$ cat config.mk
export PLATFORM = sky130hd
export DESIGN_NAME = thresholded_top_n_select
export DESIGN_NICKNAME = d
export VERILOG_FILES = /design/src/rtl/ttns_pkg.sv /design/src/rtl/ttns_ctrl.sv /design/src/rtl/ttns_dp.sv /design/src/rtl/thresholded_top_n_select.sv
export SDC_FILE = /design/constraint.sdc
export NUM_CORES = 2
export LEC_CHECK = 0
export ABC_CLOCK_PERIOD_IN_PS = 7200
export BUFFER_PORTS_ARGS = -buffer_cell sky130_fd_sc_hd__buf_2
export CELL_PAD_IN_SITES_DETAIL_PLACEMENT = 0
export CELL_PAD_IN_SITES_GLOBAL_PLACEMENT = 2
export CORE_ASPECT_RATIO = 1.2
export CORE_MARGIN = 2
export CORE_UTILIZATION = 38
export DETAILED_ROUTE_END_ITERATION = 10
export PLACE_DENSITY_LB_ADDON = 0.1
export SYNTH_ARGS = -nofsm -noshare
export SYNTH_HDL_FRONTEND = slang
export SYNTH_SLANG_ARGS = --single-unit
$ cat constraint.sdc
create_clock -name clock -period 7.2 [get_ports clock]
set_clock_uncertainty 0.1 [all_clocks]
set_input_delay 1.44 -clock clock [delete_from_list [all_inputs] [get_ports clock]]
set_output_delay 1.44 -clock clock [all_outputs]
set_load 0.02 [all_outputs]
$ cat src/rtl/ttns_pkg.sv
package ttns_pkg;

   localparam int SCORE_W    = 16;
   localparam int GAIN_W     = 16;
   localparam int VALUE_W    = 20;
   localparam int KEEP_W     = 4;
   localparam int POS_OUT_W  = 12;
   localparam int CSR_IDX_W  = 2;
   localparam int CSR_DATA_W = 20;
   localparam int FRAC_LSB   = 12;

   localparam logic [KEEP_W-1:0] KEEP_COUNT_RESET = 4'd5;
   localparam logic [GAIN_W-1:0] SCORE_GAIN_RESET = 16'd4096;

   localparam logic [CSR_IDX_W-1:0] CSR_KEEP_COUNT      = 2'd0;
   localparam logic [CSR_IDX_W-1:0] CSR_SCORE_GAIN      = 2'd1;
   localparam logic [CSR_IDX_W-1:0] CSR_SCORE_THRESHOLD = 2'd2;
   localparam logic [CSR_IDX_W-1:0] CSR_BYTE_SCORES     = 2'd3;

   typedef struct packed {
      logic [SCORE_W-1:0] score;
      logic               final_score;
   } req_word_type;

   typedef struct packed {
      logic                 valid_res;
      logic [VALUE_W-1:0]   best_value;
      logic [POS_OUT_W-1:0] label_position;
      logic                 last_result;
   } rsp_word_type;

   typedef struct packed {
      logic capture;
      logic scale;
      logic insert;
      logic emit;
   } cmd_type;

   typedef struct packed {
      logic final_flag;
      logic out_free;
      logic kept_empty;
      logic kept_one;
   } sts_type;

endpackage

$ cat src/rtl/ttns_ctrl.sv
module ttns_ctrl (
   input  logic              clock,
   input  logic              reset,
   input  logic              req_valid,
   output logic              req_ready,
   input  ttns_pkg::sts_type sts,
   output ttns_pkg::cmd_type cmd
);

   typedef enum logic [3:0] {
      S_IDLE   = 4'b0001,
      S_SCALE  = 4'b0010,
      S_INSERT = 4'b0100,
      S_EMIT   = 4'b1000
   } state_type;

   state_type state_ff, state_in;

   always_comb begin
      state_in    = state_ff;
      cmd         = '0;
      req_ready   = 1'b0;
      unique case (state_ff)
         S_IDLE: begin
            req_ready   = 1'b1;
            cmd.capture = req_valid;
            if (req_valid) state_in = S_SCALE;
         end
         S_SCALE: begin
            cmd.scale = 1'b1;
            state_in  = S_INSERT;
         end
         S_INSERT: begin
            cmd.insert = 1'b1;
            state_in   = sts.final_flag ? S_EMIT : S_IDLE;
         end
         S_EMIT: begin
            // one word per free output slot; stop after the last one
            if (sts.out_free) begin
               cmd.emit = 1'b1;
               if (sts.kept_empty || sts.kept_one) state_in = S_IDLE;
            end
         end
         default: state_in = S_IDLE;
      endcase
   end

   always_ff @(posedge clock) begin
      if (reset) begin
         state_ff <= S_IDLE;
      end else begin
         state_ff <= state_in;
      end
   end

endmodule

$ cat src/rtl/ttns_dp.sv
module ttns_dp #(
   parameter int MAX_KEEP   = 8,
   parameter int MAX_LABELS = 4096
) (
   input  logic                                clock,
   input  logic                                reset,
   input  ttns_pkg::req_word_type              req_word,
   output logic                                rsp_valid,
   input  logic                                rsp_ready,
   output ttns_pkg::rsp_word_type              rsp_word,
   input  logic                                csr_we,
   input  logic [ttns_pkg::CSR_IDX_W-1:0]      csr_index,
   input  logic [ttns_pkg::CSR_DATA_W-1:0]     csr_wdata,
   input  ttns_pkg::cmd_type                   cmd,
   output ttns_pkg::sts_type                   sts
);

   localparam int CNT_W = $clog2(MAX_KEEP + 1);
   localparam int POS_W = $clog2(MAX_LABELS);
   localparam int PROD_W = ttns_pkg::SCORE_W + ttns_pkg::GAIN_W;
   localparam int FRAC_SEL_HI = ttns_pkg::FRAC_LSB + ttns_pkg::VALUE_W - 1;

   // configuration
   logic [ttns_pkg::KEEP_W-1:0]  keep_count_ff;
   logic [ttns_pkg::GAIN_W-1:0]  score_gain_ff;
   logic [ttns_pkg::VALUE_W-1:0] score_threshold_ff;
   logic                         byte_scores_ff;

   // item pipeline
   logic [ttns_pkg::SCORE_W-1:0] score_ff;
   logic                         final_ff;
   logic [ttns_pkg::VALUE_W-1:0] value_ff;
   logic [POS_W-1:0]             pos_ff;

   // kept list, descending rank
   logic [ttns_pkg::VALUE_W-1:0]   kval_ff [MAX_KEEP];
   logic [ttns_pkg::POS_OUT_W-1:0] kpos_ff [MAX_KEEP];
   logic [ttns_pkg::VALUE_W-1:0]   kval_in [MAX_KEEP];
   logic [ttns_pkg::POS_OUT_W-1:0] kpos_in [MAX_KEEP];
   logic [CNT_W-1:0]               count_ff, count_in;

   logic                           rsp_valid_ff;
   ttns_pkg::rsp_word_type         rsp_word_ff;

   logic [ttns_pkg::SCORE_W-1:0]   frac;
   logic [PROD_W-1:0]              prod;
   logic [CNT_W-1:0]               limit;
   logic [CNT_W-1:0]               cnt_eff;
   logic [MAX_KEEP-1:0]            greater;
   logic                           slot_ok;
   logic                           ins_en;
   logic [ttns_pkg::POS_OUT_W-1:0] pos_out;

   assign frac = byte_scores_ff ? {score_ff[7:0], score_ff[7:0]} : score_ff;
   assign prod = PROD_W'(frac) * PROD_W'(score_gain_ff);

   assign limit = (32'(keep_count_ff) > 32'(MAX_KEEP)) ? CNT_W'(MAX_KEEP)
                                                       : CNT_W'(keep_count_ff);
   assign cnt_eff = (count_ff > limit) ? limit : count_ff;
   assign pos_out = ttns_pkg::POS_OUT_W'(pos_ff);

   always_comb begin
      greater = '0;
      slot_ok = 1'b0;
      for (int j = 0; j < MAX_KEEP; j++) begin
         greater[j] = (CNT_W'(j) < cnt_eff) && (kval_ff[j] > value_ff);
         if ((CNT_W'(j) < limit) && !greater[j]) slot_ok = 1'b1;
      end
   end

   assign ins_en = cmd.insert && (value_ff >= score_threshold_ff) && slot_ok;

   always_comb begin
      for (int j = 0; j < MAX_KEEP; j++) begin
         kval_in[j] = kval_ff[j];
         kpos_in[j] = kpos_ff[j];
      end
      count_in = count_ff;
      if (cmd.insert) begin
         count_in = cnt_eff;
         if (ins_en) begin
            // open a gap at the first entry that does not outrank the new one
            if (!greater[0]) begin
               kval_in[0] = value_ff;
               kpos_in[0] = pos_out;
            end
            for (int j = 1; j < MAX_KEEP; j++) begin
               if (!greater[j]) begin
                  if (greater[j-1]) begin
                     kval_in[j] = value_ff;
                     kpos_in[j] = pos_out;
                  end else begin
                     kval_in[j] = kval_ff[j-1];
                     kpos_in[j] = kpos_ff[j-1];
                  end
               end
            end
            count_in = (cnt_eff < limit) ? cnt_eff + CNT_W'(1) : limit;
         end
      end else if (cmd.emit) begin
         // advance the list toward the head
         for (int j = 0; j < MAX_KEEP - 1; j++) begin
            kval_in[j] = kval_ff[j+1];
            kpos_in[j] = kpos_ff[j+1];
         end
         if (count_ff != '0) count_in = count_ff - CNT_W'(1);
      end
   end

   always_ff @(posedge clock) begin
      if (reset) begin
         keep_count_ff      <= ttns_pkg::KEEP_COUNT_RESET;
         score_gain_ff      <= ttns_pkg::SCORE_GAIN_RESET;
         score_threshold_ff <= '0;
         byte_scores_ff     <= 1'b0;
      end else if (csr_we) begin
         unique case (csr_index)
            ttns_pkg::CSR_KEEP_COUNT:
               keep_count_ff <= csr_wdata[ttns_pkg::KEEP_W-1:0];
            ttns_pkg::CSR_SCORE_GAIN:
               score_gain_ff <= csr_wdata[ttns_pkg::GAIN_W-1:0];
            ttns_pkg::CSR_SCORE_THRESHOLD:
               score_threshold_ff <= csr_wdata[ttns_pkg::VALUE_W-1:0];
            ttns_pkg::CSR_BYTE_SCORES:
               byte_scores_ff <= csr_wdata[0];
            default: ;
         endcase
      end
   end

   always_ff @(posedge clock) begin
      if (reset) begin
         count_ff     <= '0;
         pos_ff       <= '0;
         rsp_valid_ff <= 1'b0;
      end else begin
         count_ff <= count_in;
         if (cmd.insert) begin
            if (final_ff || pos_ff == POS_W'(MAX_LABELS - 1)) pos_ff <= '0;
            else pos_ff <= pos_ff + POS_W'(1);
         end
         if (cmd.emit) rsp_valid_ff <= 1'b1;
         else if (rsp_ready) rsp_valid_ff <= 1'b0;
      end
   end

   always_ff @(posedge clock) begin
      if (cmd.capture) begin
         score_ff <= req_word.score;
         final_ff <= req_word.final_score;
      end
      if (cmd.scale) value_ff <= prod[FRAC_SEL_HI:ttns_pkg::FRAC_LSB];
      for (int j = 0; j < MAX_KEEP; j++) begin
         kval_ff[j] <= kval_in[j];
         kpos_ff[j] <= kpos_in[j];
      end
      if (cmd.emit) begin
         if (count_ff == '0) begin
            rsp_word_ff <= '{valid_res: 1'b0, best_value: '0, label_position: '0,
                             last_result: 1'b1};
         end else begin
            rsp_word_ff <= '{valid_res: 1'b1, best_value: kval_ff[0],
                             label_position: kpos_ff[0],
                             last_result: (count_ff == CNT_W'(1))};
         end
      end
   end

   assign rsp_valid = rsp_valid_ff;
   assign rsp_word  = rsp_word_ff;

   assign sts.final_flag = final_ff;
   assign sts.out_free   = !rsp_valid_ff || rsp_ready;
   assign sts.kept_empty = (count_ff == '0);
   assign sts.kept_one   = (count_ff == CNT_W'(1));

endmodule

$ cat src/rtl/thresholded_top_n_select.sv
// Thresholded top-N selection. Each accepted req word carries one class score;
// positions count up from 0 per vector. The score is scaled to Q4.16 (byte
// scores are first widened by 257) by the Q4.12 gain, dropped if below the
// threshold, and otherwise inserted into a sorted list of the best keep_count
// entries (at most MAX_KEEP), a newer entry winning ties. On the word marked
// final_score the list drains on rsp, best first, one word per cycle the
// output register is free, with last_result on the final word; an empty list
// gives one word with valid_res low. Each score passes through capture, one
// registered 16x16 multiply and one parallel compare-and-shift insert; a final
// score drains at least one word. req_ready is high only while the controller
// is idle; the output register lets a waiting rsp word hold while the next
// score is taken. Write registers via csr_* only while idle (not enforced).
module thresholded_top_n_select #(
   parameter int MAX_KEEP   = 8,
   parameter int MAX_LABELS = 4096
) (
   input  logic                            clock,
   input  logic                            reset,
   input  logic                            req_valid,
   output logic                            req_ready,
   input  ttns_pkg::req_word_type          req_word,
   output logic                            rsp_valid,
   input  logic                            rsp_ready,
   output ttns_pkg::rsp_word_type          rsp_word,
   input  logic                            csr_we,
   input  logic [ttns_pkg::CSR_IDX_W-1:0]  csr_index,
   input  logic [ttns_pkg::CSR_DATA_W-1:0] csr_wdata
);

   ttns_pkg::cmd_type cmd;
   ttns_pkg::sts_type sts;

   // sequence capture, scale, insert and drain
   ttns_ctrl u_ctrl (
      .clock     (clock),
      .reset     (reset),
      .req_valid (req_valid),
      .req_ready (req_ready),
      .sts       (sts),
      .cmd       (cmd)
   );

   // config registers, scaler, kept list and output register
   ttns_dp #(
      .MAX_KEEP   (MAX_KEEP),
      .MAX_LABELS (MAX_LABELS)
   ) u_dp (
      .clock     (clock),
      .reset     (reset),
      .req_word  (req_word),
      .rsp_valid (rsp_valid),
      .rsp_ready (rsp_ready),
      .rsp_word  (rsp_word),
      .csr_we    (csr_we),
      .csr_index (csr_index),
      .csr_wdata (csr_wdata),
      .cmd       (cmd),
      .sts       (sts)
   );

endmodule
* Word-level counts from Yosys, hierarchy flattened
Memories as Yosys holds them, arrays and structs flattened.
Cells that the tools add are included.
** Cells by class
- Multipliers :: 1
- Eq/ne operators :: 12
- Add/subtract/negate cells :: 3
- Muxes and demuxes :: 69
- Reduce and logical (&&, ||, !) cells :: 42
- Magnitude comparators :: 28
** Operators by type and width (count)
- 20-bit two-way mux :: 16
- 140-bit two-way mux :: 2
- 12-bit two-way mux :: 17
- 84-bit two-way mux :: 2
- 20-bit greater-than comparator :: 8
- 160-bit two-way mux :: 1
- 96-bit two-way mux :: 1
- 4-bit two-way mux :: 11
- 34-bit two-way mux :: 1
- 3-bit by 4-bit less-than comparator with 1-bit output, first input constant :: 8
- 16-bit by 16-bit multiplier with 32-bit output :: 1
- 20-bit >= comparator :: 1
- 1-bit logical AND :: 18
- 1-bit by 4-bit less-than comparator with 1-bit output, first input constant :: 4
- 2-bit by 4-bit less-than comparator with 1-bit output, first input constant :: 4
- 1-bit two-way mux :: 16
- 16-bit two-way mux :: 1
- 4-bit case mux with 4 select lines :: 1
- 12-bit by 1-bit adder with 12-bit output, second input constant :: 1
- 12-bit == test, second input constant :: 1
- 2-bit AND reduction :: 5
- 1-bit logical NOT :: 9
- 4-bit by 1-bit == test with 1-bit output, second input constant :: 2
- 2-bit nonzero test :: 3
- other kinds (17) :: 21
** Storage, ports and cells
- Register bits :: 133
- Output and inout port bits :: 36
- Bits of input ports :: 44
- Word-level logic and storage cells :: 172
- Bits in writable memories :: 256
- Memories :: 2
** Memories
- u_dp.kval_ff :: depth 8, width 20, rd ports 8, clocked after memory_dff 0, wr ports 8, RTL line ttns_dp.sv:36 : logic [ttns_pkg::VALUE_W-1:0] kval_ff [MAX_KEEP];
- u_dp.kpos_ff :: depth 8, width 12, rd ports 8, clocked after memory_dff 0, wr ports 8, RTL line ttns_dp.sv:37 : logic [ttns_pkg::POS_OUT_W-1:0] kpos_ff [MAX_KEEP];

* Logic depth before layout (Yosys ltp)
- Depth after elaboration :: 19
- Mapped depth :: 26

* Hierarchy
A second synthesis with hierarchy kept.
** Second synthesis, totals
- Cells, all modules :: 3079
- Area, all modules :: 31031.0 um2
** By module, submodules not included
- ttns_dp :: cells each 3060, area each 30830.8 um2, instances 1
- ttns_ctrl :: cells each 19, area each 200.2 um2, instances 1

* Least setup slack after synthesis
OpenSTA, ideal clock, no wires.
- Kind :: register -> register
- Start :: reg u_dp.byte_scores_ff
- End :: reg u_dp.value_ff[19] in the netlist's numbering (data pin)
- Buffers on the path :: 1
- Stages on the path, launching flop included :: 25
- Setup time :: 260 ps
- Arrival :: 6421 ps
- Required time :: 6840 ps
- Path slack :: 419 ps
- Cells stage by stage :: dfxtp_1 > clkbuf_1 > mux2_2 > and2_1 > fa_1 > inv_1 > fa_1 > inv_1 > fa_1 > fa_1 > fa_1 > inv_1 > fa_1 > inv_1 > ha_1 > and3_1 > and4_1 > o311ai_0 > o21bai_1 > a21oi_1 > o31a_1 > o21ai_0 > o21a_1 > nor2_1 > xnor2_1
** On the way
- Longest elaborated chain between the ends :: 2
** RTL lines
- from (decl) :: RTL line ttns_dp.sv:27 : logic byte_scores_ff;
- from (signal assigned) :: RTL line ttns_dp.sv:125 : byte_scores_ff <= csr_wdata[0];
- 16-bit two-way mux :: RTL line ttns_dp.sv:54 : assign frac = byte_scores_ff ? {score_ff[7:0], score_ff[7:0]} : score_ff;
- 16-bit by 16-bit multiplier with 32-bit output :: RTL line ttns_dp.sv:55 : assign prod = PROD_W'(frac) * PROD_W'(score_gain_ff);
- net u_dp.prod[31] :: RTL line ttns_dp.sv:46 : logic [PROD_W-1:0] prod;
- to (signal assigned) :: RTL line ttns_dp.sv:152 : if (cmd.scale) value_ff <= prod[FRAC_SEL_HI:ttns_pkg::FRAC_LSB];
- to (decl) :: RTL line ttns_dp.sv:32 : logic [ttns_pkg::VALUE_W-1:0] value_ff;
The timed path passes the listed nets, and every way through them passes these cells.
A chain may end at the register's enable or synchronous reset.

* Final worst setup path
Same ends and word-level chain as after synthesis.

==> reports/metrics.cfg <==
[outcome]
status=complete, no violations

[worst_setup_path]
arrival_ps=7160
endpoint_kind=register
crit_top_cell=fa_1
cpPeakStageDelay_ps=550
crit_path_top_delay_cell=fa_1
path_depth=25
critPathBufInv=6
worstSetupPathType=register to register
crit_required_ps=7450
worstPathMaxFanout=7
path_delay_family=adder cells
startpoint_type=register
rr_worst_depth=25

[floorplan]
fp.dieH_um=310
coreArea_mm2=0.0776
pin_count=80
start_util_pct=38.3
core.rowCount=112
dieArea_mm2=0.0805
die_x_um=259

[layout]
layout-drive-gt1-share_pct=8.89
finalNonFillerCells=4108
fin_area_mm2=0.0330
multi_input_area_mm2=0.0170
ff_latch_area_mm2=0.0111
layout_commonest_cell=nand2_1
fillerInstances=7667
nets=3574
syn_to_final_growth_pct=11.0
final_cell_mix=494 x nand2_1, 327 x edfxtp_1, 293 x ha_1, 284 x inv_1, 193 x fa_1
antennaDiodeCount=0

[cts]
cts.sinks=389
holdBufCountCts=0
cts_made_buffers=47
cts_max_path_buffers=3
cts_htree_levels=2
insertion_delay_ps=630
post_cts_buffers=0
cts_tree=built
clkTransAtPathRegs_ps=60
cts_root_buffer=clkbuf_16

[routing]
wl_per_cell_um=22.3
via_per_inst=5.31
drt_first_pass_iters=6
drt_wl_total_mm=91.5
first_iter_violations=1338
ant_nets=0
route.detailed.drc=0
vias=21800

[power]
p_per_area_mw_per_mm2=177
finalPower_mw=5.84
ir_worst_vdd_v=0.000184
power.leakage_nw=14.6

[placed_design]
dpl.hpwl_mm=68.1
placed_area_mm2=0.0315
port_buffers=79
dp_cells=4021
routabilityCongestion=0.827

[global_route]
grt_start_max_net_pins=190
grtUsageMet2_pct=41.2
grt_pass1_vias=22900
grt_use_total_pct=23.0
grt_pass1_wl_mm=141
grtUsageMet1_pct=29.4
top_usage_layer=met2
antenna_found_initial=5
met3_usage_pct=2.48
overflow=0

[timing]
slew_violations=0
fmax_mhz=145
period_share_pct=95.9
final.setup.tns_ps=0
finalHoldViolations=0
finalSetupViolCount=0
fin_crit_ps=6900
tightestPinTransition_ps=1270
slew-limit-headroom_pct=15.5
grt_setup_unrepaired=false

[hold_path]
hold_path_depth=2
hold_class=register to register

[logic_synthesis]
syn-num-nets=3517
ys_types=76
synth_area_mm2=0.0297
synth_ff_type=edfxtp_1
yosysSeqAreaShare_pct=37.2
yosysWarnings=0
synth_edf_count=327
synth_cells=2987
synth-seq-cells=389
avgSynthCellArea_um2=9.95
synthArstFlopShare_pct=0

[run]
maxCapViolations=0

==> per-layer routing <==
metal  wire length, um  vias to the layer above
met5                 0                        -
met1             40000                    10900
li1                  -                    10400
met2             46400                      404
met3              2860                      109
met4              2170                        0
==> synthesized netlist by cell type, types with 5 or more instances <==
| library cell | instances | area [um2] |
|---|---|---|
| a221o_1 | 6 | 60.1 |
| and4_1 | 13 | 114 |
| and2_1 | 151 | 945 |
| xnor2_1 | 16 | 140 |
| o21ai_0 | 112 | 561 |
| a31oi_1 | 7 | 43.8 |
| a211oi_1 | 13 | 97.6 |
| edfxtp_1 | 327 | 9820 |
| nand3_1 | 25 | 125 |
| or3_1 | 5 | 31.3 |
| o21ai_1 | 144 | 721 |
| a211o_1 | 5 | 43.8 |
| fa_1 | 193 | 3860 |
| nand4_1 | 32 | 200 |
| clkbuf_2 | 6 | 30.0 |
| nand2b_1 | 8 | 50.1 |
| nor2_1 | 125 | 469 |
| nor3_1 | 7 | 35.0 |
| a21o_1 | 37 | 278 |
| o21bai_1 | 8 | 60.1 |
| nor2b_1 | 17 | 106 |
| ha_1 | 293 | 3670 |
| nand2_1 | 494 | 1850 |
| inv_1 | 285 | 1070 |
| o22ai_1 | 7 | 43.8 |
| o211ai_1 | 7 | 52.6 |
| mux2_2 | 22 | 248 |
| o31ai_1 | 5 | 37.5 |
| a22o_1 | 12 | 105 |
| mux2i_1 | 134 | 1340 |
| dfxtp_1 | 62 | 1240 |
| xor2_1 | 16 | 140 |
| and3_1 | 7 | 43.8 |
| buf_4 | 18 | 135 |
| a21oi_1 | 183 | 916 |
| clkbuf_1 | 119 | 447 |
==> final timing paths <==
| check | to | startpoint | slack [ps] |
|---|---|---|---|
| hold reg to reg | u_dp.score_threshold_ff[4] | u_dp.score_threshold_ff[4] | 350 |
| hold / removal | u_dp.score_threshold_ff[4] | u_dp.score_threshold_ff[4] | 350 |
| setup reg to reg | u_dp.value_ff[19] | u_dp.byte_scores_ff | 300 |
| setup / recovery | u_dp.value_ff[19] | u_dp.byte_scores_ff | 300 |
==> cells by family after synthesis <==
| group | count (synthesis) | synth area share, % |
|---|---|---|
| buffers and inverters | 436 | 5.82 |
| muxes | 157 | 5.40 |
| adders and majority gates | 486 | 25.3 |
| and+or+nand+nor | 903 | 13.9 |
| xor gates and xnor gates | 32 | 0.943 |
| AOI/OAI and AO/OA | 584 | 11.4 |
| DFF | 389 | 37.2 |
==> flip-flops by register name, indices dropped and copies added (netlist names) <==
signal                   flops
u_dp.kval_ff               160
u_dp.kpos_ff                96
u_dp.rsp_word               34
u_dp.score_threshold_ff     20
u_dp.value_ff               20
u_dp.score_ff               16
u_dp.score_gain_ff          16
u_dp.pos_ff                 12
u_ctrl.state_ff              4
u_dp.count_ff                4
u_dp.keep_count_ff           4
u_dp.byte_scores_ff          1
u_dp.final_ff                1
u_dp.rsp_valid               1
==> timing repair <==
action	4_1_cts	5_1_grt
endpoints found under the setup margin	0	3
endpoints found under the hold margin	0	0
gates resized for setup	0	3
==> through the flow <==
stage | util (%) | hold slack, ps | worst slack, ps
after global routing | 42.5 | 371 | 63.5
after detailed placement | 40.5 | 347 | 147
final | 42.5 | 353 | 297
after CTS | 42.5 | 356 | 111
after floorplan | - | 336 | 419
after global placement | 40.5 | 342 | 229
==> power breakdown <==
group / switching [mW] / total [mW] / internal, mW
clock network: 1.06 / 2.46 / 1.40
registers: 0.0385 / 2.50 / 2.46
logic: 0.520 / 0.874 / 0.354
==> final cells by class <==
type | count | area share [%]
clock buffer | 66 | 3.90
clock inverter | 21 | 0.709
inverter | 285 | 3.24
multi-input combinational | 2162 | 51.6
sequential | 389 | 33.5
tap | 1026 | 3.89
timing repair buffer | 159 | 3.09
==> worst reg2reg max path, stage by stage (launching register included) <==
cell and delay (ps):
dfxtp_2 380, mux2_2 430, and2_1 200, fa_1 510, inv_1 60, fa_1 520
inv_1 50, fa_1 520, fa_1 440, fa_1 550, inv_1 50, fa_1 520
inv_1 40, ha_1 280, and3_1 210, and4_1 210, o311ai_0 180, o21bai_1 180
buf_4 150, a21oi_1 60, buf_4 150, o31a_1 310, o21ai_1 200, o21a_1 160
nor2_1 50, xnor2_1 110
Power figures use the tool's default switching activity.
